===== src/design/audio_segment_crossfade_splicer_macros.svh =====
// Assertion macros for the crossfade splicer RTL.
// Needs a clk and an active-low rst_n in the scope that uses them.
`ifndef AUDIO_SEGMENT_CROSSFADE_SPLICER_MACROS_SVH
`define AUDIO_SEGMENT_CROSSFADE_SPLICER_MACROS_SVH

// Checked only outside reset.
`define ASC_CHECK(lbl, prop, msg) \
  lbl: assert property (@(posedge clk) disable iff (!rst_n) prop) else $error(msg);

// Checked at every edge, reset included.
`define ASC_CHECK_ALWAYS(lbl, prop, msg) \
  lbl: assert property (@(posedge clk) prop) else $error(msg);

`endif


===== src/design/asc_pkg.sv =====
// Shared constants and types of the crossfade splicer.
// No dependencies.
package asc_pkg;
  localparam int MAX_FADE_FRAMES = 16384;
  localparam int MAX_CHANNELS    = 2;
  localparam int HOLD_DEPTH      = MAX_FADE_FRAMES * MAX_CHANNELS;
  localparam int HOLD_AW         = $clog2(HOLD_DEPTH);
  localparam int CNT_W           = HOLD_AW + 1;
  localparam int FADE_W          = 15;
  localparam int CHAN_W          = 2;
  localparam int SAMPLE_W        = 16;
  localparam int FRAMES_W        = 24;
  localparam int SIS_W           = 25;
  localparam int WS_W            = 17;
  localparam int CFG_W           = 15;

  localparam logic CFG_FADE     = 1'b0;
  localparam logic CFG_CHANNELS = 1'b1;

  localparam logic ACT_PUSH  = 1'b0;
  localparam logic ACT_DRAIN = 1'b1;

  typedef struct packed {
    logic                       action;
    logic signed [SAMPLE_W-1:0] sample;
    logic                       first;
    logic [FRAMES_W-1:0]        frames;
  } cmd_t;

  typedef struct packed {
    logic                       valid;
    logic signed [SAMPLE_W-1:0] sample;
    logic                       last;
  } emit_t;
endpackage


===== src/design/asc_front.sv =====
// Input side: accepts transactions and queues decoded commands for the back end.
// Depends on asc_pkg.
module asc_front import asc_pkg::*; (
  input  logic                       clk,
  input  logic                       rst_n,
  input  logic                       push,
  output logic                       full,
  input  logic                       in_action,
  input  logic signed [SAMPLE_W-1:0] in_sample_in,
  input  logic                       in_segment_first,
  input  logic [FRAMES_W-1:0]        in_segment_frames,
  output logic                       cmd_valid,
  output cmd_t                       cmd,
  input  logic                       cmd_take
);
  cmd_t       q_r [2];
  logic       wp_r, rp_r;
  logic [1:0] cnt_r;
  logic       wr, rd;

  assign full      = cnt_r[1];
  assign cmd_valid = cnt_r != 2'd0;
  assign cmd       = q_r[rp_r];
  assign wr        = push && !full;
  assign rd        = cmd_take && cmd_valid;

  always_ff @(posedge clk) begin
    if (wr) begin
      q_r[wp_r] <= '{action: in_action, sample: in_sample_in,
                     first: in_segment_first, frames: in_segment_frames};
    end
    if (!rst_n) begin
      wp_r  <= 1'b0;
      rp_r  <= 1'b0;
      cnt_r <= 2'd0;
    end else begin
      if (wr) wp_r <= ~wp_r;
      if (rd) rp_r <= ~rp_r;
      cnt_r <= cnt_r + {1'b0, wr} - {1'b0, rd};
    end
  end
endmodule


===== config.mk =====
export PLATFORM = sky130hd
export DESIGN_NAME = asc_front
export DESIGN_NICKNAME = d
export VERILOG_FILES = /design/src/design/audio_segment_crossfade_splicer_macros.svh /design/src/design/asc_pkg.sv /design/src/design/asc_front.sv
export SDC_FILE = /design/constraint.sdc
export NUM_CORES = 1
export LEC_CHECK = 0
export ABC_AREA = 1
export BUFFER_PORTS_ARGS = -buffer_cell sky130_fd_sc_hd__buf_4
export CAP_MARGIN = 20
export CORE_MARGIN = 5
export CORE_UTILIZATION = 52
export CTS_CLUSTER_SIZE = 28
export DETAILED_ROUTE_END_ITERATION = 12
export HOLD_SLACK_MARGIN = 0.08
export PLACE_DENSITY = 0.79
export SLEW_MARGIN = 20
export SYNTH_ARGS = -nofsm -noshare
export SYNTH_HDL_FRONTEND = slang
export SYNTH_SLANG_ARGS = --single-unit

===== constraint.sdc =====
create_clock -name clk -period 4 [get_ports clk]
set_clock_uncertainty 0.15 [all_clocks]
set_input_delay 1.2 -clock clk [delete_from_list [all_inputs] [get_ports clk]]
set_output_delay 1.2 -clock clk [all_outputs]
set_load 0.01 [all_outputs]

# ---- After elaboration in Yosys (flattened, before gate mapping)
# Memories as Yosys holds them, arrays and structs flattened. A register that Yosys moved wholly into a read port is not among the register bits.
# Index checks and enable logic that the tools add are counted.
dict set report op_classes {
  n_div 0
  n_bitwise 2
  n_eq_ne 0
  n_mul 0
  magnitude_cmp 0
  reduce_logical 4
  mux 4
  addsub 2
  n_shift 0
}
# cell n
set op_table {}
lappend op_table {{1-bit two-way mux} 4}
lappend op_table {{2-bit by 1-bit adder with 2-bit output} 1}
lappend op_table {{1-bit logical AND} 2}
lappend op_table {{1-bit NOT} 2}
lappend op_table {{2-bit nonzero test} 1}
lappend op_table {{2-bit by 1-bit subtractor with 2-bit output} 1}
lappend op_table {{1-bit zero test} 1}
dict set report totals {
  output_inout_bits 44
  elab_cells 16
  latch_bits 0
  ram_bits 84
  register_bits 4
  mem_count 1
  mem_bits_ro 0
  input_bits 46
}
# memory words word_bits rd rd_clocked_by_memory_dff wr line_no
set memory_table {}
lappend memory_table {q_r 2 42 1 1 1 asc_front.sv:16} ;# cmd_t q_r [2];

# ---- Depth between registers and ports, before layout
# Gate-level depths: netlist of run 1.
dict set report logic_depth {
  word_depth 4
  ltp_mapped 9
  mapped_depth_nobuf 9
}

# ---- Worst setup path after synthesis of run 1
# OpenSTA, ideal clock, no wires.
dict set report synth_timing {
  kind {in2reg}
  start {in push}
  end {mem q_r[0][0] in the netlist's numbering (enable)}
  stages 2
  t_required_ns 3.409
  path_slack_ns 0.321
  setup_ns 0.441
  t_arrival_ns 3.088
  path_buffers 0
  path_cell_list {nand2_1 nor2_1}
}
dict set report synth_via {
  elab_chain_len 3
}
# element line_no
set synth_lines {}
lappend synth_lines {{start: declaration} asc_front.sv:6} ;# input logic push,
lappend synth_lines {{1-bit logical AND} asc_front.sv:24} ;# assign wr = push && !full;
lappend synth_lines {{1-bit two-way mux} asc_front.sv:28} ;# if (wr) begin
lappend synth_lines {{1-bit two-way mux (not written as such)} asc_front.sv:29} ;# q_r[wp_r] <= '{action: in_action, sample: in_sample_in,
lappend synth_lines {{end: declaration} asc_front.sv:16}
# Every way passes these cells.

==> qor.txt, run 1 <==
via count: 1,695
IO Count: 90
CTS tree: done
Die Y: 91.6 µm
area occupied by multi-input gates: 737 µm²
crit path DAT: 1.90 ns
layout cells sized above 1: 57.7%
drt via density: 4.96
Yosys top cell area share: 72.9%
actual slew at the worst max-slew pin: 0.626 ns
Sequential Area: 2620 µm²
Syn Area/Cell: 21.4 µm²
total die area: 8390 µm²
worst path required time: 2.65 ns
total clock sinks: 89
post-layout instance area: 4400 µm²
H-tree levels: 3
total wire length: 5.99 mm
sequential area share after synthesis: 75.7%
crit start category: register
final antenna-violating net count: 0
Max-Cap Viols: 0
fin crit share: 81.2%
diode count: 0
max_slew headroom: 58.3%
Layout Utilization: 68.6%
cell with the most instances after synthesis: edfxtp_1
grt ovf: 0
Syn Nets: 209
worst vdd ir: 318 µV
hold crit path type: register to register
RSZ-0062 raised after global routing: false
Yosys warnings: 0
Placed Area: 4190 µm²
# setup viols final: 0
vias in the first global route: 1,811
ys async rst share: 0%
Bufs on Longest Clock Path: 2
IO Port Bufs: 89
crit-path max FO: 25
kind of critical path: register to primary output
Initial Utilization: 53.9%
DRT Pass-1 Iters: 4
CTS Hold Bufs: 0
Avg WL per Cell: 17.5 µm
delay-heaviest family, CP: flip-flops
clk slew on worst S/H paths: 0.08 ns
root buf cell: clkbuf_8
Pleak: 0.00175 µW
status: finished clean
DIE WIDTH: 91.6 µm
crit path time final: 3.25 ns
DRC: 0
hpwl dp: 4.29 mm
gp weighted congestion: 0.708
number of core rows: 29
Total Routing Usage GR: 14.9%
largest net degree at the start of global routing: 30
first-pass GRT wire length: 9.47 mm
Final Hold Viols: 0
Pwr Density: 591 nW/µm²
Critical Path Sink Type: primary output
FMAX: 308 MHz
Starting DRT DRC Count: 61
Final Max Slew Viols: 0
insertion delay to the later sink of the worst-skew pair: 0.34 ns
delay of the slowest critical-path stage: 0.74 ns
worst path cell trace: buf_12 > mux2_2 > buf_4
Synth Cell Area: 3460 µm²
count of unique library cells instantiated by Yosys: 16
CTS Buf Count: 9
nets: 307
PostCTS Resize Cnt: 0
Post-Syn Instances: 162
Buf+Inv Stages, Crit Path: 2
final-layout fill cell count: 439
core area: 6420 µm²
area growth from synthesis to layout: 27.2%
synth top area cells: edfxtp_1 73%, mux2_4 17%, dfxtp_1 2.9%, buf_12 2.3%, inv_1 0.76%
largest area contributor in the synthesized netlist: edfxtp_1
Setup TNS: 0 ns
antenna violations before repair: 0
Synth Flop Type: edfxtp_1
top post-synthesis cells by count: 84 x edfxtp_1, 40 x mux2_4, 7 x inv_1, 5 x dfxtp_1, 5 x nand2_1
Worst path slowest cell: dfxtp_2
Seq cells post-synth: 89
post-CTS setup buffers: 0
EDFF count, synth: 84
## flip-flops by register name, indices dropped and copies added (netlist names), named ones only
register and flops:
q_r 84, cnt_r 2, rp_r 1, wp_r 1
## final timing paths
| kind | from | to | slack (ns) | depth (start not counted) |
|---|---|---|---|---|
| setup / recovery | register | cmd[0] | 0.75 | 3 |
| hold / removal | rp_r | register | 0.33 | 2 |
| setup reg to reg | cnt_r[1] | q_r[0][15] | 2.05 | 4 |
| hold reg to reg | rp_r | register | 0.33 | 2 |
## worst min-delay path, cell delays in order (launching register included)
cell and delay [ns]:
dfxtp_1 0.31, inv_1 0.07, a21oi_1 0.07
## logic make-up (layout without fill, tap and decap cells)
logic type / Yosys count / count (layout) / share of synthesized area (%)
DFF: 89 / 89 / 75.8
muxes: 42 / 42 / 18.0
buffers and inverters: 12 / 115 / 3.40
and+or+nand+nor: 11 / 11 / 1.37
AOI/OAI and AO/OA: 6 / 6 / 0.867
adders and majority gates: 1 / 1 / 0.361
xor gates and xnor gates: 1 / 1 / 0.253
## stage by stage
step / cells / setup WS (ns) / hold slack (ns) / power (µW)
3_5_place_dp: 326 / 1.12 / 0.318 / 1980
3_3_place_gp: 326 / 1.13 / 0.314 / 1960
6_report: 342 / 0.752 / 0.334 / 2600
4_1_cts: 342 / 0.722 / 0.333 / 2640
2_1_floorplan: 162 / 0.321 / 0.297 / 1710
5_1_grt: 342 / 0.675 / 0.377 / 2730
## layout make-up
type / instances / area share, %
Clock buffer: 10 / 2.90
Clock inverter: 6 / 2.05
Inverter: 7 / 0.597
Multi-Input combinational cell: 61 / 16.7
Sequential cell: 89 / 59.6
Tap cell: 77 / 2.19
Timing Repair Buffer: 92 / 16.0
## routing by layer
metal / wire [µm] / up-vias / global-route usage [%]
met2: 3250 / 53 / 25.4
met5: 0 / - / 0
li1: - / 812 / -
met4: 92 / 0 / 7.91
met1: 2320 / 823 / 17.8
met3: 322 / 7 / 3.14
## power by group
part	switching, µW	internal [µW]
logic	305	404
clock network	305	355
registers	64.2	1170
## layout by cell type (no fill, tap or decap)
cell         n
xor2_1       1
mux2_4      40
o21ai_0      2
clkbuf_1     1
dfxtp_2      1
bufinv_16    2
mux2_2       2
a21oi_1      4
dfxtp_1      4
ha_1         1
clkinvlp_4   1
nor2_1       1
nand2_1      5
nand2_2      1
inv_1        7
buf_4       91
buf_12       1
clkinv_2     1
inv_6        2
nor2_4       2
edfxtp_1    84
nand3_1      1
clkbuf_8     9
nand4_1      1
Note: power is estimated with default switching activity, not from simulation.
==> run 2: changes to the inputs <==
--- a/config.mk
+++ b/config.mk
@@ -5,15 +5,15 @@
 export SDC_FILE = /design/constraint.sdc
 export NUM_CORES = 1
 export LEC_CHECK = 0
-export ABC_AREA = 1
+export ABC_AREA = 0
 export BUFFER_PORTS_ARGS = -buffer_cell sky130_fd_sc_hd__buf_4
 export CAP_MARGIN = 20
 export CORE_MARGIN = 5
-export CORE_UTILIZATION = 52
+export CORE_UTILIZATION = 46
 export CTS_CLUSTER_SIZE = 28
 export DETAILED_ROUTE_END_ITERATION = 12
 export HOLD_SLACK_MARGIN = 0.08
-export PLACE_DENSITY = 0.79
+export PLACE_DENSITY = 0.74
 export SLEW_MARGIN = 20
 export SYNTH_ARGS = -nofsm -noshare
 export SYNTH_HDL_FRONTEND = slang
==> constraint.sdc (replaced) <==
create_clock -name clk -period 2.8 [get_ports clk]
set_clock_uncertainty 0.15 [all_clocks]
set_input_delay 0.84 -clock clk [delete_from_list [all_inputs] [get_ports clk]]
set_output_delay 0.84 -clock clk [all_outputs]
set_load 0.01 [all_outputs]
==> qor.txt, run 2 <==
status: finished clean
FMAX: 396 MHz
worst vdd ir: 417 µV (+31%)
total die area: 8940 µm² (+6.5%)
Syn Nets: 205 (-1.9%)
vias in the first global route: 1,769 (-2.3%)
Max-Cap Viols: 0 (unchanged)
DRT Pass-1 Iters: 4 (unchanged)
worst path required time: 1.81 ns (-0.84 ns)
crit start category: register
grt ovf: 0 (unchanged)
Top reg by flops: q_r
layout cells sized above 1: 57.0% (-0.70 points)
actual slew at the worst max-slew pin: 0.366 ns (-0.260 ns)
synth top area cells: edfxtp_1 77%, mux2_2 13%, dfxtp_1 3.0%, buf_6 1.4%, mux2_1 1.0%
non-filler instance count after layout: 359 (+5.0%)
XOR/XNOR share of the synthesized area: 0.266% (+0.013 points)
EDFF count, synth: 84 (unchanged)
Die Y: 94.5 µm (+3.2%)
hold crit path type: register to register
largest net degree at the start of global routing: 29 (-3.3%)
drt via density: 4.79 (-3.4%)
post-CTS setup buffers: 0 (unchanged)
post-layout instance area: 4270 µm² (-3.2%)
max_slew headroom: 75.6% (+17 points)
worst slack, placed: 0.603 ns (-0.515 ns)
Setup TNS: 0 ns (unchanged)
RSZ-0062 raised after global routing: false
Yosys top cell area share: 76.7% (+3.9 points)
Syn Area/Cell: 20.8 µm² (-2.6%)
diode count: 0 (unchanged)
Post-Synth Simple-Gate Area: 2.66% (+1.3 points)
Bufs on Longest Clock Path: 2 (unchanged)
max reg flops: 84 (unchanged)
total wire length: 5.59 mm (-6.6%)
post-synthesis compound-gate area fraction: 0.913% (+0.046 points)
Synth Cell Area: 3290 µm² (-5.0%)
root buf cell: clkbuf_8
antenna violations before repair: 0 (unchanged)
fin worst setup slack: 0.272 ns (-0.480 ns)
Post-Syn Instances: 158 (-2.5%)
count of unique library cells instantiated by Yosys: 22 (+6)
final antenna-violating net count: 0 (unchanged)
via count: 1,718 (+1.4%)
DP Cell Count: 344 (+5.5%)
sequential area share after synthesis: 79.8% (+4.0 points)
Pwr Density: 748 nW/µm² (+26%)
Yosys warnings: 0 (unchanged)
number of core rows: 30 (+3.4%)
nets: 306 (-0.33%)
top post-synthesis cells by count: 84 x edfxtp_1, 39 x mux2_2, 5 x dfxtp_1, 4 x and2_1, 4 x buf_6
Initial Utilization: 47.9% (-6.0 points)
IO Port Bufs: 89 (unchanged)
CTS Buf Count: 9 (unchanged)
mux cell area share after synthesis: 14.4% (-3.6 points)
insertion delay to the later sink of the worst-skew pair: 0.33 ns (about the same)
PostCTS Resize Cnt: 0 (unchanged)
Final Hold Viols: 0 (unchanged)
Pleak: 0.00160 µW (-8.5%)
crit path DAT: 1.54 ns (-0.36 ns)
Placed Area: 4090 µm² (-2.4%)
# setup viols final: 0 (unchanged)
total clock sinks: 89 (unchanged)
IO Count: 90 (unchanged)
core area: 6870 µm² (+7.0%)
ys async rst share: 0% (unchanged)
crit path time final: 2.53 ns
commonest non-fill, non-tap cell in the layout: buf_4
hpwl dp: 3.84 mm (-10%)
kind of critical path: register to primary output
R2R Setup Slk: 1.10 ns (-0.95 ns)
area share of fa/ha/maj cells after synthesis: 0.381% (+0.019 points)
first-pass GRT wire length: 8.77 mm (-7.4%)
area growth from synthesis to layout: 29.7%
Seq cells post-synth: 89 (unchanged)
CTS tree: done
cell with the most instances after synthesis: edfxtp_1
DRC: 0 (unchanged)
H-tree levels: 3 (unchanged)
Top Registers: q_r (84), cnt_r (2)
DIE WIDTH: 94.5 µm (+3.2%)
area occupied by multi-input gates: 627 µm² (-15%)
crit-path max FO: 28 (+12%)
Synth Flop Type: edfxtp_1
clk slew on worst S/H paths: 0.07 ns (about the same)
CTS Hold Bufs: 0 (unchanged)
Avg WL per Cell: 15.6 µm (-11%)
Starting DRT DRC Count: 62 (+1.6%)
Total Routing Usage GR: 13.1% (-1.8 points)
gp weighted congestion: 0.682 (-3.6%)
most frequent cells in the layout: 95 x buf_4, 84 x edfxtp_1, 39 x mux2_2
largest family of logic cells by synthesized area: multiplexers
Critical Path Sink Type: primary output
fin crit share: 90.3%
Sequential Area: 2620 µm² (unchanged)
final-layout fill cell count: 527 (+20%)
largest area contributor in the synthesized netlist: edfxtp_1
Final Max Slew Viols: 0 (unchanged)
run 2: layer usage:
metal / wire [µm] / track usage, % / up-vias
met3: 411 / 3.82 / 5
met2: 2830 / 22.0 / 53
li1: - / - / 813
met5: 0 / 0 / -
met1: 2310 / 16.2 / 847
met4: 41 / 4.69 / 0
run 2: area by class of cell:
class | count | share of cell area, %
Tap cell | 96 | 2.82
Clock buffer | 12 | 3.17
Clock inverter | 3 | 0.997
Sequential cell | 89 | 61.5
Timing Repair Buffer | 95 | 16.7
Multi-Input combinational cell | 63 | 14.7
Inverter | 1 | 0.0880
run 2: cell families (layout without fill, tap and decap cells):
kind of cell / count (synthesis) / in the layout
buf+inv: 6 / 111
xor+xnor: 1 / 1
compound gates: 5 / 5
fa+ha+maj: 1 / 1
simple gates: 14 / 14
mux: 42 / 42
flops: 89 / 89
run 2: final timing paths:
check                start        to  cells after the start
setup / recovery  register   cmd[41]                      3
hold / removal        rp_r  register                      2
setup reg to reg  cnt_r[1]  cnt_r[1]                      6
hold reg to reg       rp_r  register                      2
run 2: report_power, final:
part           internal [µW]  switching, µW
clock                    408            391
combinational            409            339
sequential              1610           37.3
run 2: worst max-delay path, cell delays in order (launching register included):
cell and delay, ns:
dfxtp_2 0.33, buf_4 0.33, mux2_2 0.40, buf_4 0.15
run 2: metrics by stage:
| step | hold WS, ns | util (%) | total power, µW |
|---|---|---|---|
| floorplan | 0.402 | - | 2100 |
| global placement | 0.420 | 59.5 | 2420 |
| detailed placement | 0.427 | 59.5 | 2440 |
| CTS | 0.442 | 62.1 | 3240 |
| global route | 0.485 | 62.1 | 3360 |
| finish | 0.440 | 62.1 | 3190 |
==> run 3: changes to the inputs <==
--- a/config.mk
+++ b/config.mk
@@ -6,7 +6,7 @@
 export NUM_CORES = 1
 export LEC_CHECK = 0
 export ABC_AREA = 0
-export BUFFER_PORTS_ARGS = -buffer_cell sky130_fd_sc_hd__buf_4
+export BUFFER_PORTS_ARGS = -buffer_cell sky130_fd_sc_hd__buf_2
 export CAP_MARGIN = 20
 export CORE_MARGIN = 5
 export CORE_UTILIZATION = 46
@@ -14,6 +14,7 @@
 export DETAILED_ROUTE_END_ITERATION = 12
 export HOLD_SLACK_MARGIN = 0.08
 export PLACE_DENSITY = 0.74
+export RECOVER_POWER = 50
 export SLEW_MARGIN = 20
 export SYNTH_ARGS = -nofsm -noshare
 export SYNTH_HDL_FRONTEND = slang
==> qor.txt, run 3 (synthesis results as in run 2) <==
post-CTS setup buffers: 0 (unchanged)
Total Routing Usage GR: 13.1% (+0.024 points)
crit-path max FO: 15 (-46%)
antenna violations before repair: 0 (unchanged)
crit path time final: 2.63 ns (+0.101 ns)
P_sw: 781 µW (+1.8%)
final antenna-violating net count: 0 (unchanged)
gp weighted congestion: 0.689 (+0.97%)
via count: 1,721 (+0.17%)
delay of the slowest critical-path stage: 0.58 ns (+0.18 ns)
Bufs on Longest Clock Path: 2 (unchanged)
H-tree levels: 3 (unchanged)
delay-heaviest family, CP: flip-flops
insertion delay to the later sink of the worst-skew pair: 0.34 ns (about the same)
grt ovf: 0 (unchanged)
FMAX: 380 MHz (-3.8%)
r2r endpoint: q_r[0][18]
Placed Area: 3890 µm² (-4.8%)
R2R Setup Slk: 0.71 ns (-0.39 ns)
fin crit share: 93.9% (+3.6 points)
Die Y: 94.5 µm (unchanged)
Pleak: 0.00148 µW (-7.6%)
Max-Cap Viols: 0 (unchanged)
worst hold endpoint: rp_r
root buf cell: clkbuf_8
largest net degree at the start of global routing: 26 (-10%)
Final Hold Viols: 0 (unchanged)
RSZ-0062 raised after global routing: false
hpwl dp: 3.93 mm (+2.1%)
CTS tree: done
kind of critical path: register to primary output
drt via density: 4.78 (-0.10%)
max reg flops: 84 (unchanged)
Sequential Power Share: 53.5% (+2.0 points)
clk slew on worst S/H paths: 0.08 ns (about the same)
total clock sinks: 89 (unchanged)
Critical Path Sink Type: primary output
Worst path slowest cell: dfxtp_2
IO Port Bufs: 89 (unchanged)
Layout Utilization: 58.9% (-3.2 points)
Pwr Density: 770 nW/µm² (+3.0%)
# setup viols final: 0 (unchanged)
total wire length: 5.72 mm (+2.2%)
DP Cell Count: 344 (unchanged)
PostCTS Resize Cnt: 0 (unchanged)
CTS Hold Bufs: 0 (unchanged)
clock network fraction of total power: 26.0% (+0.9 points)
crit path DAT: 1.64 ns (+0.10 ns)
R2R depth: 3 (-3)
internal power: 2340 µW (-3.6%)
Top Registers: q_r (84), cnt_r (2)
hold crit path type: register to register
first-pass GRT wire length: 8.71 mm (-0.71%)
switch share: 25.1% (+1.0 points)
Avg WL per Cell: 15.9 µm (+1.9%)
DRC: 0 (unchanged)
Stages on worst setup path: 3 (unchanged)
area growth from synthesis to layout: 23.1%
number of core rows: 30 (unchanged)
DIE WIDTH: 94.5 µm (unchanged)
non-filler instance count after layout: 360 (+0.28%)
IO Count: 90 (unchanged)
CTS Buf Count: 9 (unchanged)
min-delay src: rp_r
total die area: 8940 µm² (unchanged)
actual slew at the worst max-slew pin: 1.10 ns (+0.729 ns)
nets: 306 (unchanged)
status: finished clean
Final Max Slew Viols: 0 (unchanged)
core area: 6870 µm² (unchanged)
hold path depth: 2 (unchanged)
Top reg by flops: q_r
worst vdd ir: 363 µV (-13%)
worst path cell trace: buf_12 > mux2_1 > buf_2
FF-to-FF Start: cnt_r[1]
crit start category: register
Initial Utilization: 47.9% (unchanged)
layout cells sized above 1: 49.6% (-7.4 points)
max_slew headroom: 27.0% (-49 points)
most frequent cells in the layout: 84 x edfxtp_1, 72 x buf_2, 39 x mux2_2
Hold WS: 0.458 ns (+0.0176 ns)
Setup TNS: 0 ns (unchanged)
diode count: 0 (unchanged)
post-layout instance area: 4050 µm² (-5.1%)
commonest non-fill, non-tap cell in the layout: edfxtp_1
combinational power share: 20.5% (-2.9 points)
Starting DRT DRC Count: 36 (-42%)
Buf+Inv Stages, Crit Path: 2 (unchanged)
worst path required time: 1.81 ns (about the same)
vias in the first global route: 1,829 (+3.4%)
DRT Pass-1 Iters: 4 (unchanged)
-- run 3: cell count changes in the layout (fill, tap and decap cells not counted) --
cell	before	now
buf_12	0	2
buf_2	0	72
buf_4	95	2
clkbuf_1	3	19
clkinv_1	0	4
clkinv_2	1	0
clkinv_4	0	1
o21ai_0	2	3
o21ai_1	1	0
-- run 3: metrics by stage --
stage | setup slack (ns) | power (µW)
4_1_cts | 0.120 | 3170
3_3_place_gp | 0.517 | 2340
6_report | 0.171 | 3120
2_1_floorplan | 0.169 | 2100
5_1_grt | 0.0893 | 3270
3_5_place_dp | 0.506 | 2360
-- run 3: worst max path at each step --
stage | slack, ns | to
6_report | 0.17 | cmd[2]
5_1_grt | 0.09 | cmd[2]
4_1_cts | 0.12 | cmd[2]
3_5_place_dp | 0.51 | cmd[2]
3_3_place_gp | 0.52 | cmd[17]
2_1_floorplan | 0.17 | q_r[0][0]
-- run 3: final cells by class --
cell class / count / area, µm²
Tap cell: 96 / 120
Clock buffer: 9 / 124
Clock inverter: 7 / 61.3
Timing Repair Buffer: 95 / 487
Inverter: 1 / 3.75
Sequential cell: 89 / 2620
Multi-Input combinational cell: 63 / 627
Fill cell: 535 / 2820
-- run 3: metal layers --
| metal | global-route usage, % | part of all wire [%] |
|---|---|---|
| met4 | 5.05 | 1.2 |
| met5 | 0 | 0 |
| met3 | 4.78 | 7.4 |
| met2 | 22.5 | 51 |
| met1 | 15.1 | 40 |
-- run 3: worst min-delay path, delay by kind of cell, from the launching register on --
family / cells / cell delay (ns)
flip-flops: 1 / 0.34
XOR/XNOR: 1 / 0.08
AND/OR/NAND/NOR: 1 / 0.15
-- run 3: power groups by stage --
stage	logic, µW	registers, µW	clock network, µW
floorplan	430	1670	0
global placement	648	1690	0
detailed placement	659	1700	0
CTS	663	1670	838
global route	694	1680	899
finish	639	1670	811
