--- src/design/audio_segment_crossfade_splicer_macros.svh ---
// Assertion macros for the crossfade splicer RTL.
// Needs a clk and an active-low rst_n in the scope that uses them.
`ifndef AUDIO_SEGMENT_CROSSFADE_SPLICER_MACROS_SVH
`define AUDIO_SEGMENT_CROSSFADE_SPLICER_MACROS_SVH

// Checked only outside reset.
`define ASC_CHECK(lbl, prop, msg) \
  lbl: assert property (@(posedge clk) disable iff (!rst_n) prop) else $error(msg);

// Checked at every edge, reset included.
`define ASC_CHECK_ALWAYS(lbl, prop, msg) \
  lbl: assert property (@(posedge clk) prop) else $error(msg);

`endif

--- src/design/asc_pkg.sv ---
// Shared constants and types of the crossfade splicer.
// No dependencies.
package asc_pkg;
  localparam int MAX_FADE_FRAMES = 16384;
  localparam int MAX_CHANNELS    = 2;
  localparam int HOLD_DEPTH      = MAX_FADE_FRAMES * MAX_CHANNELS;
  localparam int HOLD_AW         = $clog2(HOLD_DEPTH);
  localparam int CNT_W           = HOLD_AW + 1;
  localparam int FADE_W          = 15;
  localparam int CHAN_W          = 2;
  localparam int SAMPLE_W        = 16;
  localparam int FRAMES_W        = 24;
  localparam int SIS_W           = 25;
  localparam int WS_W            = 17;
  localparam int CFG_W           = 15;

  localparam logic CFG_FADE     = 1'b0;
  localparam logic CFG_CHANNELS = 1'b1;

  localparam logic ACT_PUSH  = 1'b0;
  localparam logic ACT_DRAIN = 1'b1;

  typedef struct packed {
    logic                       action;
    logic signed [SAMPLE_W-1:0] sample;
    logic                       first;
    logic [FRAMES_W-1:0]        frames;
  } cmd_t;

  typedef struct packed {
    logic                       valid;
    logic signed [SAMPLE_W-1:0] sample;
    logic                       last;
  } emit_t;
endpackage

--- src/design/asc_div.sv ---
// Restoring divider for the per-segment weight step, 65536 / divisor.
// One quotient bit per cycle. Depends on asc_pkg.
module asc_div import asc_pkg::*; (
  input  logic              clk,
  input  logic              rst_n,
  input  logic              start,
  input  logic [FADE_W-1:0] divisor,
  output logic              done,
  output logic [WS_W-1:0]   quotient
);
  logic [WS_W-1:0]   dq_r;
  logic [FADE_W:0]   rem_r;
  logic [FADE_W-1:0] dv_r;
  logic [4:0]        cnt_r;
  logic              busy_r;
  logic [FADE_W+1:0] rem_sh;
  logic              ge;

  assign rem_sh   = {rem_r, dq_r[WS_W-1]};
  assign ge       = rem_sh >= {2'b0, dv_r};
  assign quotient = dq_r;
  assign done     = busy_r && cnt_r == 5'd0;

  always_ff @(posedge clk) begin
    if (!rst_n) begin
      busy_r <= 1'b0;
      cnt_r  <= 5'd0;
    end else if (start) begin
      busy_r <= 1'b1;
      cnt_r  <= 5'(WS_W);
      dq_r   <= WS_W'(1) << (WS_W - 1);
      rem_r  <= '0;
      dv_r   <= divisor;
    end else if (busy_r) begin
      if (cnt_r == 5'd0) begin
        busy_r <= 1'b0;
      end else begin
        cnt_r <= cnt_r - 5'd1;
        rem_r <= ge ? (FADE_W+1)'(rem_sh - {2'b0, dv_r}) : rem_sh[FADE_W:0];
        dq_r  <= {dq_r[WS_W-2:0], ge};
      end
    end
  end
endmodule

--- config.mk ---
export PLATFORM = sky130hd
export DESIGN_NAME = asc_div
export DESIGN_NICKNAME = d
export VERILOG_FILES = /design/src/design/audio_segment_crossfade_splicer_macros.svh /design/src/design/asc_pkg.sv /design/src/design/asc_div.sv
export SDC_FILE = /design/constraint.sdc
export NUM_CORES = 1
export LEC_CHECK = 0
export ABC_CLOCK_PERIOD_IN_PS = 5200
export BUFFER_PORTS_ARGS = -buffer_cell sky130_fd_sc_hd__buf_2
export CAP_MARGIN = 5
export CORE_UTILIZATION = 45
export DETAILED_ROUTE_END_ITERATION = 8
export SETUP_SLACK_MARGIN = 0.15
export SYNTH_ARGS = -nofsm -noshare
export SYNTH_HDL_FRONTEND = slang
export SYNTH_SLANG_ARGS = --single-unit
--- constraint.sdc ---
create_clock -name clk -period 5.2 [get_ports clk]
set_input_delay 1.04 -clock clk [delete_from_list [all_inputs] [get_ports clk]]
set_output_delay 1.04 -clock clk [all_outputs]
set_load 0.1 [all_outputs]
Yosys cells after proc, flatten, opt, wreduce, memory -nomap -nowiden
Index checks and enable logic that the tools add are counted.
- add/sub/neg operators: 2
- equality and inequality tests: 1
- reduce and logical (&&, ||, !) cells: 8
- multiplexer cells: 11
- order comparisons: 1
- bitwise gates (word level): 2
- operators with widths (kind ; count):
    16-bit 2-to-1 mux ; 3
    17-bit 2-to-1 mux ; 2
    17-bit by 15-bit greater-or-equal comparator with 1-bit output ; 1
    16-bit by 15-bit subtractor with 16-bit output ; 1
    5-bit 2-to-1 mux ; 3
    2-bit AND reduction ; 3
    5-bit zero test ; 1
    5-bit by 1-bit subtractor with 5-bit output (second input constant) ; 1
    1-bit 2-to-1 mux ; 3
    3-bit AND reduction ; 1
    2-bit != test (second input constant) ; 1
    1-bit NOT ; 2
    2-bit nonzero test ; 1
    2-bit OR reduction ; 1
    1-bit logical AND ; 1
- logic and storage cells: 31
- input port bits: 18
- bits in registers: 54
- output and inout port bits: 18

Logic depth before layout (Yosys ltp)
Gate-level depths: netlist of the first run.
- depth after elaboration: 4
- gate-level depth with buffers: 10

Worst setup path after synthesis of the first run
OpenSTA, ideal clock, no wires.
- kind: register to register
- start point: register dq_r[16] (netlist: quotient[16])
- end point: register rem_r[14], data pin
- arrival: 2.888 ns
- clock period less this slack: 3.035 ns
- setup slack: 2.165 ns
- stages on the path, launching flop included: 11
- cell sequence: edfxtp_1 -> inv_1 -> ha_1 -> fa_1 -> nand2b_1 -> a21oi_1 -> o31a_1 -> nor3_2 -> o211a_1 -> a211o_1 -> a21oi_1
- longest elaborated chain between the ends: 4
- elaborated cells between the ends (all ways): 5
- those cells by class: add/sub (1); order compare (1); mux (3)
- ends and longest elaborated chain (element ; RTL line ; text):
    start, declared ; asc_div.sv:11 ; logic [WS_W-1:0] dq_r;
    start signal, assigned ; asc_div.sv:31 ; dq_r <= WS_W'(1) << (WS_W - 1);
    start signal, assigned ; asc_div.sv:40 ; dq_r <= {dq_r[WS_W-2:0], ge};
    16-bit by 15-bit subtractor with 16-bit output / 17-bit by 15-bit greater-or-equal comparator with 1-bit output (equally long branches) ; asc_div.sv:39, asc_div.sv:20 ;
    16-bit 2-to-1 mux (*) ; asc_div.sv:39 ; rem_r <= ge ? (FADE_W+1)'(rem_sh - {2'b0, dv_r}) : rem_sh[FADE_W:0];
    16-bit 2-to-1 mux (*) ; asc_div.sv:35 ; if (cnt_r == 5'd0) begin
    16-bit 2-to-1 mux (*) ; asc_div.sv:34 ; end else if (busy_r) begin
    end signal, assigned ; asc_div.sv:39 ;
    end, declared ; asc_div.sv:12 ; logic [FADE_W:0] rem_r;
Every way passes the cells marked *; elsewhere a longest branch is shown, timed or not. The select of a mux whose other input is x is not followed.
A chain may end at the register's enable or synchronous reset.

Worst setup path after layout of the first run
- start point: register rem_r[7]
- end point: register rem_r[15], data pin
- longest elaborated chain between the ends: 4
- elaborated cells between the ends (all ways): 5
- those cells by class: add/sub (1); order compare (1); mux (3)
- ends and longest elaborated chain (element ; RTL line):
    16-bit by 15-bit subtractor with 16-bit output / 17-bit by 15-bit greater-or-equal comparator with 1-bit output (equally long branches) ; asc_div.sv:39, asc_div.sv:20
    16-bit 2-to-1 mux (*) ; asc_div.sv:39
    16-bit 2-to-1 mux (*) ; asc_div.sv:35
    16-bit 2-to-1 mux (*) ; asc_div.sv:34
Marks and branches as above.

==> results of run 1 <==
==> placed cells by master, fill, tap and decap left out, types with 3 or more instances in the layout <==
master    count
edfxtp_1     48
buf_2        35
nor2_1       25
nor2b_1      22
inv_1        20
ha_1         17
nand2_1      12
a21oi_1      10
mux2i_1       9
xnor2_1       9
o21ai_0       8
a21o_1        7
dfxtp_1       6
o21a_1        5
xor2_1        5
clkbuf_8      5
and2_1        4
nand3_1       4
a211oi_1      4
nor3_1        4
a31oi_1       4
nand2b_1      3
==> sequential cells by signal, indices dropped and copies added, names as in the netlist <==
signal / flops
dv_r: 15
cnt_r: 5
rem_r: 16
quotient: 17
busy_r: 1
==> worst register-to-register path, stage by stage, from the launching register on <==
cell	delay [ns]
edfxtp_1	0.42
ha_1	0.41
a21oi_1	0.17
o21ai_1	0.18
a21oi_1	0.19
o21ai_2	0.08
a21oi_2	0.48
buf_4	0.35
a2111oi_4	0.08
mux2_1	0.31
==> kinds of logic (layout without fill, tap and decap cells) <==
family / after synthesis / count (layout) / synth area share, %
multiplexers: 10 / 10 / 3.39
AO/OA/AOI/OAI: 52 / 52 / 12.9
flip-flops: 54 / 54 / 52.3
XOR/XNOR: 14 / 14 / 4.10
adder cells (fa/ha/maj): 18 / 18 / 7.79
buffers and inverters: 29 / 65 / 4.02
AND/OR/NAND/NOR: 87 / 87 / 15.5
==> power groups by stage <==
stage          clock network [mW]  logic, mW  registers [mW]
3_5_place_dp                    0      0.332           0.539
3_3_place_gp                    0      0.329           0.540
6_report                    0.242      0.331           0.530
5_1_grt                     0.264      0.365           0.534
4_1_cts                     0.248      0.334           0.530
2_1_floorplan                   0      0.218           0.593
==> worst paths after layout <==
kind | from | end | slack, ns
worst min-delay path | cnt_r[1]$_SDFFE_PP0P_ | cnt_r[1]$_SDFFE_PP0P_ | 0.51
worst max-delay path | rem_r[7]$_SDFFCE_PP0P_ | rem_r[15]$_SDFFCE_PP0P_ | 2.29
worst min register to register | cnt_r[1]$_SDFFE_PP0P_ | cnt_r[1]$_SDFFE_PP0P_ | 0.51
worst max register to register | rem_r[7]$_SDFFCE_PP0P_ | rem_r[15]$_SDFFCE_PP0P_ | 2.29
==> layout make-up <==
class / instances / area share, %
timing repair buffer: 37 / 5.74
inverter: 20 / 2.26
clock buffer: 6 / 2.19
clock inverter: 2 / 0.415
sequential: 54 / 47.1
tap: 77 / 2.91
multi-input combinational: 181 / 39.4
==> stage by stage <==
step                hold WS (ns)  area (µm²)  power (mW)  utilization, %
finish                     0.512        3320        1.10            51.9
global route               0.563        3320        1.16            51.9
CTS                        0.512        3320        1.11            51.9
detailed placement         0.501        3230       0.871            50.6
global placement           0.497        3230       0.869            50.6
floorplan                  0.484        2990       0.811               -
==> routing by layer <==
metal	share of wire (%)	GRT usage, %	vias to the layer above
li1	-	-	1011
met4	1.3	6.01	0
met1	51	23.8	941
met3	3.3	3.07	5
met2	45	27.6	38
met5	0	0	-
==> results.ini, run 1 <==
[synth]
ys_seq_area_share_pct = 52.3
synth-edff-count = 48
synth.distinct_cells = 50
synth_seq_cells = 54
synth_top_area_share_pct = 48.2
synth.cell_area_mm2 = 0.00299
syn_nets = 300
syn_avg_cell_area_um2 = 11.3
ys.flop_type = edfxtp_1
yosys_warnings = 0
syn-instance-count = 264
synth.area.top_cells = edfxtp_1 48%, ha_1 7.1%, nor2b_1 4.6%
synthTopCellsByCount = 48 x edfxtp_1, 25 x nor2_1, 22 x nor2b_1, 20 x inv_1, 17 x ha_1
yosysTopAreaCell = edfxtp_1
synth_most_common_cell = edfxtp_1
synthArstFlopShare_pct = 0

[layout]
insertedDiodeCount = 0
drive_above_1_share_pct = 18.7
multi_input_area_mm2 = 0.00131
instances_no_fill = 377
nets = 335
fill_cells = 563
ff_latch_area_mm2 = 0.00156
syn_to_final_growth_pct = 11.0

[worst_setup_path]
path_max_fanout = 14
end_kind = flip-flop
r2r_cells = 9
cp_slowest_cell = a21oi_2
cp_common_cell = a21oi_1
path_buf_inv = 1
arrival_ns = 2.98
crit_family = compound AO/OA/AOI/OAI gates
worst-path-stages = 9
criticalPathCategory = reg2reg
worst_path_largest_cell_delay_ns = 0.48
crit_required_ns = 5.27
start_kind = flip-flop
path_cells = ha_1, a21oi_1, o21ai_1, a21oi_1, o21ai_2, a21oi_2, buf_4, a2111oi_4, mux2_1

[clock_network]
path_clk_slew_ns = 0.10
clk-insertion-delay-late_ns = 0.31
cts-buffers-inserted = 5
cts_num_sinks = 54
ctsHoldBuffers = 0
h-tree-depth = 2
clk_path_buf_depth = 2
cts-resized-gates = 0
cts_tree = yes
postCtsSetupBuffers = 0
cts-root-buf = clkbuf_8

[power_and_ir_drop]
p_sw_mw = 0.372
p_leak_nw = 1.34
ir_drop_mv = 0.177
p_per_area_mw_per_mm2 = 333
power_frac_seq_pct = 48.0
combPwrFrac_pct = 30.0
switching_share_pct = 33.7
p_int_mw = 0.732
pwr-share-clk_pct = 22.0

[detailed_routing]
drtIter0Drc = 133
postRouteAntennaNets = 0
routed_wl_um = 5520
vias = 1995
wire_per_inst_um = 14.6
drc = 0
via_per_inst = 5.29
first_pass_iters = 5

[timing]
rsz0062_at_grt = no
fin_crit_ns = 2.91
min_period_over_period_pct = 56.0
setup_violations = 0
hold_viol_final = 0
max-slew-margin-rel_pct = 47.8
max_freq_mhz = 344
finalMaxSlewViolations = 0
worst_slew_pin_slew_ns = 0.783
tns_ns = 0
clock_skew_ns = 0.00613
fin_ws_ns = 2.29

[run]
maxCapViolCount = 0

[placed_design]
place_hpwl_um = 3870
io_buffers = 35
dp.cells = 369
gp_congestion = 0.781
pre_cts_slack_ns = 2.27

[die]
die_y_um = 83.5
dieArea_mm2 = 0.00697
coreArea_mm2 = 0.00639
die-width_um = 83.5
initial_core_util_pct = 46.8
pin_count = 36
rows = 29

[hold_path]
hold_path.class = reg2reg
min_path_cells = 2

[grt]
overflow = 0
grt_max_degree = 41
grt_use_total_pct = 17.3
antenna_found_initial = 0
grt_pass1_wl_um = 9470
grt_pass1_vias = 2018

[run_status]
status = finished, final reports clean

(Power assumes the default switching activity.)
==> run 2: changes to the inputs <==
ABC_CLOCK_PERIOD_IN_PS = 2600   (was 5200)
PLACE_DENSITY = 0.67   (was default)
clock period = 2.6 ns   (was 5.2 ns; I/O delays follow)
==> run 2 against run 1 <==
Compared with the run above: combinational power increased by 120%; hold slack lost 0.14 ns; clock skew up 0.00074 ns; sequential cell count unchanged; first-iteration DRC count decreased by 38%; final cell count grew 3.2%; total power up 110%; utilization increased by 2.8 points; register-to-register slack got worse by 2.1 ns; fmax grew 23%; critical endpoint unchanged; largest cell class unchanged.
==> results.ini, run 2 (synthesis gave the netlist of run 1 again) <==
[worst_setup_path]
worst_path_largest_cell_delay_ns = 0.43  ; was 0.48 ns
start_kind = flip-flop  ; unchanged
path_max_fanout = 5  ; was 14
crit_required_ns = 2.67  ; was 5.27 ns
crit_path_start = rem_r[6]$_SDFFCE_PP0P_  ; was rem_r[7]$_SDFFCE_PP0P_
r2r_cells = 8  ; was 9
path_cells = ha_1, nand2_2, o21ai_1, buf_4, nand3_1, a31oi_1, a2111oi_4, mux2_1  ; was ha_1, a21oi_1, o21ai_1, a21oi_1, o21ai_2, a21oi_2, buf_4, a2111oi_4, mux2_1
arrival_ns = 2.43  ; was 2.98 ns
criticalPathCategory = reg2reg  ; unchanged
end_kind = flip-flop  ; unchanged
worstSetupEndpoint = rem_r[15]$_SDFFCE_PP0P_  ; unchanged
reg2reg_slack_ns = 0.23  ; was 2.29 ns
worstReg2RegEnd = rem_r[15]$_SDFFCE_PP0P_  ; unchanged
reg2reg_from = rem_r[6]$_SDFFCE_PP0P_  ; was rem_r[7]$_SDFFCE_PP0P_
cp_slowest_cell = edfxtp_1  ; was a21oi_2

[detailed_routing]
via_per_inst = 5.32  ; was 5.29
drc = 0  ; unchanged
drtIter0Drc = 83  ; was 133
first_pass_iters = 6  ; was 5
vias = 2069  ; was 1995
postRouteAntennaNets = 0  ; unchanged
wire_per_inst_um = 14.8  ; was 14.6 µm
routed_wl_um = 5760  ; was 5520 µm

[grt]
overflow = 0  ; unchanged
grt_max_degree = 24  ; was 41
grt_use_total_pct = 17.5  ; was 17.3%
grt_pass1_vias = 2078  ; was 2018
antenna_found_initial = 0  ; unchanged
grt_pass1_wl_um = 9630  ; was 9470 µm

[layout]
drive_above_1_share_pct = 25.6  ; was 18.7%
final_common_cell = edfxtp_1  ; unchanged
nets = 347  ; was 335
ff_latch_area_mm2 = 0.00156  ; unchanged
most-common-layout-cells = 48 x edfxtp_1, 35 x buf_2, 24 x nor2_1  ; was 48 x edfxtp_1, 35 x buf_2, 25 x nor2_1
fill_cells = 560  ; was 563
multi_input_area_mm2 = 0.00139  ; was 0.00131 mm²
insertedDiodeCount = 0  ; unchanged
syn_to_final_growth_pct = 17.0  ; was 11.0%
stdcell_area_mm2 = 0.00350  ; was 0.00332 mm²
instances_no_fill = 389  ; was 377
largest_reg_flops = 17  ; unchanged

[placed_design]
gp_congestion = 0.800  ; was 0.781
pre_cts_slack_ns = 0.130  ; was 2.27 ns
place_hpwl_um = 3970  ; was 3870 µm
dp.cells = 375  ; was 369
dpl-instance-area_mm2 = 0.00332  ; was 0.00323 mm²
io_buffers = 35  ; unchanged

[hold_path]
hold_path.class = in2reg  ; was reg2reg
min_path_cells = 1  ; was 2
min-delay-start = divisor[4]  ; was cnt_r[1]$_SDFFE_PP0P_

[timing]
rsz0062_at_grt = yes  ; was no
max_freq_mhz = 423  ; was 344 MHz
finalMaxSlewViolations = 0  ; unchanged
fin_ws_ns = 0.234  ; was 2.29 ns
clock_skew_ns = 0.00687  ; was 0.00613 ns
tns_ns = 0  ; unchanged
max-slew-margin-rel_pct = 67.4  ; was 47.8%
min_period_over_period_pct = 91.0  ; was 56.0%
fin_crit_ns = 2.37  ; was 2.91 ns
hold_viol_final = 0  ; unchanged
setup_violations = 0  ; unchanged
worst_slew_pin_slew_ns = 0.493  ; was 0.783 ns

[clock_network]
clk_path_buf_depth = 2  ; unchanged
cts_num_sinks = 54  ; unchanged
clk-insertion-delay-late_ns = 0.31  ; about the same
cts-buffers-inserted = 5  ; unchanged
path_clk_slew_ns = 0.10  ; about the same
cts-root-buf = clkbuf_8  ; unchanged
h-tree-depth = 2  ; unchanged
cts_tree = yes  ; unchanged

[power_and_ir_drop]
ir_drop_mv = 0.381  ; was 0.177 mV
p_per_area_mw_per_mm2 = 651  ; was 333 mW/mm²
p_leak_nw = 1.41  ; was 1.34 nW
fin_total_pwr_mw = 2.27  ; was 1.10 mW

[run]
maxCapViolCount = 0  ; unchanged

[die]
initial_core_util_pct = 46.8  ; unchanged
coreArea_mm2 = 0.00639  ; unchanged
pin_count = 36  ; unchanged
dieArea_mm2 = 0.00697  ; unchanged
die_y_um = 83.5  ; unchanged
die-width_um = 83.5  ; unchanged
rows = 29  ; unchanged

[run_status]
status = finished, final reports clean  ; unchanged

## run 2: timing repair
item,in CTS,in global routing
setup endpoints to repair,10,16
gates resized for setup,2,11
hold buffers,0,0
cloned,0,0
pin swaps,3,6
buffers inserted,3,3
## run 2: final cells by class
| class | count | area share (%) |
|---|---|---|
| clock buffers | 6 | 2.08 |
| clock inverters | 2 | 0.394 |
| flip-flops and latches | 54 | 44.7 |
| well taps | 77 | 2.75 |
| repair buffers | 49 | 8.23 |
| multi-input cells | 181 | 39.7 |
| inverters | 20 | 2.15 |
## run 2: stage by stage
step / hold WS (ns) / utilization [%]
CTS: 0.371 / 53.8
global placement: 0.495 / 52.0
finish: 0.376 / 54.8
floorplan: 0.484 / -
global route: 0.362 / 54.8
detailed placement: 0.503 / 52.0
## run 2: layer usage
layer | up-vias | global-route usage, % | part of all wire (%)
met4 | 0 | 6.32 | 1.5
met1 | 986 | 22.8 | 47
met2 | 45 | 28.8 | 48
li1 | 1032 | - | -
met5 | - | 0 | 0
met3 | 6 | 3.86 | 3.8
## run 2: where the power goes
part,total [mW],switching (mW),leakage (nW),internal [mW]
Combinational,0.730,0.448,0.853,0.282
Clock,0.482,0.289,0.0456,0.193
Sequential,1.06,0.0325,0.510,1.03
## run 2: worst min-delay path by stage
stage	end
floorplan	cnt_r[1]$_SDFFE_PP0P_
global placement	cnt_r[1]$_SDFFE_PP0P_
detailed placement	cnt_r[1]$_SDFFE_PP0P_
CTS	dv_r[2]$_DFFE_PP_
global route	dv_r[2]$_DFFE_PP_
finish	dv_r[4]$_DFFE_PP_
## run 2: worst max-delay path, delay by kind of cell, from the launching register on
kind            cells  cell delay (ns)
compound gates      3             0.63
fa+ha+maj           1             0.40
flops               1             0.43
buf+inv             1             0.19
mux                 1             0.31
simple gates        2             0.17
==> run 3: changes to the inputs <==
ABC_AREA = 1   (was default)
PLACE_DENSITY = 0.66   (was 0.67)
==> run 3 against run 2 <==
Compared with the run above: clock power up 4.8%; first-iteration DRC count up 57%; final area up 8.0%; register-to-register slack better by 0.19 ns; via count up 29%; hold slack worse by 0.00097 ns; largest cell class unchanged.
==> results.ini, run 3 <==
[run_status]
status = finished, final reports clean  ; unchanged

[placed_design]
place_hpwl_um = 5330  ; was 3970 µm
io_buffers = 35  ; unchanged
gp_congestion = 0.962  ; was 0.800
pre_cts_slack_ns = 0.363  ; was 0.130 ns

[hold_path]
min_path_cells = 1  ; unchanged
min-delay-start = divisor[0]  ; was divisor[4]
holdPathEnd = dv_r[0]$_DFFE_PP_  ; was dv_r[4]$_DFFE_PP_
hold_path.class = in2reg  ; unchanged

[layout]
final_common_cell = nand2_1  ; was edfxtp_1
nets = 492  ; was 347
fin_util_pct = 52.1  ; was 54.8%
syn_to_final_growth_pct = 11.7  ; was 17.0%
most-common-layout-cells = 105 x nand2_1, 83 x inv_1, 58 x nor2_1  ; was 48 x edfxtp_1, 35 x buf_2, 24 x nor2_1
largest_reg_flops = 17  ; unchanged
insertedDiodeCount = 0  ; unchanged
drive_above_1_share_pct = 17.5  ; was 25.6%
multi_input_area_mm2 = 0.00146  ; was 0.00139 mm²
ff_latch_area_mm2 = 0.00156  ; unchanged
fill_cells = 710  ; was 560

[synth]
ys.flop_type = edfxtp_1  ; unchanged
yosys_warnings = 0  ; unchanged
syn_avg_cell_area_um2 = 8.09  ; was 11.3 µm²
syn_nets = 454  ; was 300
synthArstFlopShare_pct = 0  ; unchanged
ys_seq_area_share_pct = 46.2  ; was 52.3%
synth_seq_cells = 54  ; unchanged
synthTopCellsByCount = 105 x nand2_1, 84 x inv_1, 58 x nor2_1, 48 x edfxtp_1, 20 x nand3_1  ; was 48 x edfxtp_1, 25 x nor2_1, 22 x nor2b_1, 20 x inv_1, 17 x ha_1
synth.area.top_cells = edfxtp_1 43%, nand2_1 12%, inv_1 9.3%  ; was edfxtp_1 48%, ha_1 7.1%, nor2b_1 4.6%
synth.distinct_cells = 32  ; was 50
synth-edff-count = 48  ; unchanged
synth_most_common_cell = nand2_1  ; was edfxtp_1
synth_top_area_share_pct = 42.6  ; was 48.2%
syn-instance-count = 418  ; was 264
yosysTopAreaCell = edfxtp_1  ; unchanged
synth.cell_area_mm2 = 0.00338  ; was 0.00299 mm²

[grt]
grt_use_total_pct = 19.8  ; was 17.5%
grt_pass1_vias = 2515  ; was 2078
antenna_found_initial = 0  ; unchanged
grt_pass1_wl_um = 11600  ; was 9630 µm
grt_max_degree = 34  ; was 24
overflow = 0  ; unchanged

[worst_setup_path]
reg2reg_from = rem_r[3]$_SDFFCE_PP0P_  ; was rem_r[6]$_SDFFCE_PP0P_
start_kind = flip-flop  ; unchanged
path_cells = ha_1, nand2_1, nand2_1, inv_2, nand2_1, nand2_1, nand3_2, nand2_4, nand2_4, nand2_1, nand2_1, nand2_1, inv_1  ; was ha_1, nand2_2, o21ai_1, buf_4, nand3_1, a31oi_1, a2111oi_4, mux2_1
criticalPathCategory = reg2reg  ; unchanged
arrival_ns = 2.25  ; was 2.43 ns
r2r_cells = 13  ; was 8
crit_required_ns = 2.68  ; was 2.67 ns
worstReg2RegEnd = rem_r[11]$_SDFFCE_PP0P_  ; was rem_r[15]$_SDFFCE_PP0P_
worst_path_largest_cell_delay_ns = 0.44  ; was 0.43 ns
reg2reg_slack_ns = 0.42  ; was 0.23 ns
path_max_fanout = 12  ; was 5
cp_common_cell = nand2_1
cp_slowest_cell = edfxtp_1  ; unchanged
end_kind = flip-flop  ; unchanged

[clock_network]
cts_tree = yes  ; unchanged
h-tree-depth = 2  ; unchanged
cts-buffers-inserted = 5  ; unchanged
path_clk_slew_ns = 0.10  ; about the same
cts-resized-gates = 0  ; was 2
cts-root-buf = clkbuf_8  ; unchanged
cts_num_sinks = 54  ; unchanged
clk-insertion-delay-late_ns = 0.31  ; about the same
clk_path_buf_depth = 2  ; unchanged
ctsHoldBuffers = 0  ; unchanged

[timing]
max-slew-margin-rel_pct = 30.0  ; was 67.4%
hold_viol_final = 0  ; unchanged
clock_skew_ns = 0.00524  ; was 0.00687 ns
fin_crit_ns = 2.18  ; was 2.37 ns
max_freq_mhz = 460  ; was 423 MHz
finalMaxSlewViolations = 0  ; unchanged
rsz0062_at_grt = no  ; was yes
tns_ns = 0  ; unchanged
worst_slew_pin_slew_ns = 1.05  ; was 0.493 ns
fin_ws_ns = 0.425  ; was 0.234 ns
min_period_over_period_pct = 83.7  ; was 91.0%
finalHoldWorstSlack_ns = 0.375  ; was 0.376 ns
setup_violations = 0  ; unchanged

[detailed_routing]
wire_per_inst_um = 12.5  ; was 14.8 µm
vias = 2673  ; was 2069
postRouteAntennaNets = 0  ; unchanged
routed_wl_um = 6930  ; was 5760 µm
drc = 0  ; unchanged
via_per_inst = 4.81  ; was 5.32
drtIter0Drc = 130  ; was 83
first_pass_iters = 4  ; was 6

[power_and_ir_drop]
p_per_area_mw_per_mm2 = 608  ; was 651 mW/mm²
p_leak_nw = 1.89  ; was 1.41 nW
ir_drop_mv = 0.384  ; was 0.381 mV

[die]
dieArea_mm2 = 0.00787  ; was 0.00697 mm²
die-width_um = 88.7  ; was 83.5 µm
coreArea_mm2 = 0.00725  ; was 0.00639 mm²
initial_core_util_pct = 46.6  ; was 46.8%
pin_count = 36  ; unchanged
rows = 31  ; was 29
die_y_um = 88.7  ; was 83.5 µm

[run]
maxCapViolCount = 0  ; unchanged

## run 3: worst max path at each step
stage	startpoint	endpoint	slack, ns
6_report	rem_r[3]$_SDFFCE_PP0P_	rem_r[11]$_SDFFCE_PP0P_	0.42
5_1_grt	rem_r[10]$_SDFFCE_PP0P_	rem_r[9]$_SDFFCE_PP0P_	0.24
4_1_cts	rem_r[13]$_SDFFCE_PP0P_	rem_r[11]$_SDFFCE_PP0P_	0.34
3_5_place_dp	rem_r[13]$_SDFFCE_PP0P_	rem_r[11]$_SDFFCE_PP0P_	0.36
3_3_place_gp	rem_r[13]$_SDFFCE_PP0P_	rem_r[11]$_SDFFCE_PP0P_	0.36
2_1_floorplan	quotient[16]$_SDFFCE_PP1P_	rem_r[12]$_SDFFCE_PP0P_	0.15
## run 3: kinds of logic (layout without fill, tap and decap cells)
| kind of cell | after synthesis | in the layout | share of synthesized area (%) |
|---|---|---|---|
| xor gates and xnor gates | 6 | 6 | 1.55 |
| buffers and inverters | 95 | 134 | 11.5 |
| and+or+nand+nor | 226 | 226 | 30.9 |
| adders and majority gates | 18 | 18 | 6.88 |
| DFF | 54 | 54 | 46.2 |
| AOI/OAI and AO/OA | 19 | 19 | 3.03 |
## run 3: area by class of cell
type | count | share of cell area [%]
Timing Repair Buffer | 38 | 5.24
Clock inverter | 2 | 0.431
Inverter | 88 | 8.75
Tap cell | 99 | 3.28
Clock buffer | 6 | 2.19
Multi-Input combinational cell | 269 | 38.8
Sequential cell | 54 | 41.4
## run 3: worst max-delay path, delay by kind of cell, from the launching register on
| family | cells | cell delay (ns) |
|---|---|---|
| buffers and inverters | 2 | 0.11 |
| and+or+nand+nor | 10 | 0.99 |
| DFF | 1 | 0.44 |
| adders and majority gates | 1 | 0.39 |
## run 3: power breakdown
| group | switching [mW] | total (mW) | internal [mW] |
|---|---|---|---|
| sequential | 0.0328 | 1.06 | 1.03 |
| clock | 0.285 | 0.505 | 0.220 |
| combinational | 0.511 | 0.732 | 0.221 |
## run 3: timing repair
action,CTS,global route
setup endpoints to repair,0,1
buffers inserted,0,1
hold endpoints to repair,0,0
## run 3: per-layer routing
metal	share of wire, %	global-route usage (%)
met1	49	27.4
met2	45	30.8
met3	4.7	3.54
met4	1.6	8.06
met5	0	0
## run 3: metrics by stage
stage          cell area, µm²  power, mW  cells
2_1_floorplan            3410       1.65    418
3_3_place_gp             3670       1.80    547
3_5_place_dp             3670       1.80    547
4_1_cts                  3770       2.31    555
5_1_grt                  3780       2.44    556
6_report                 3780       2.30    556
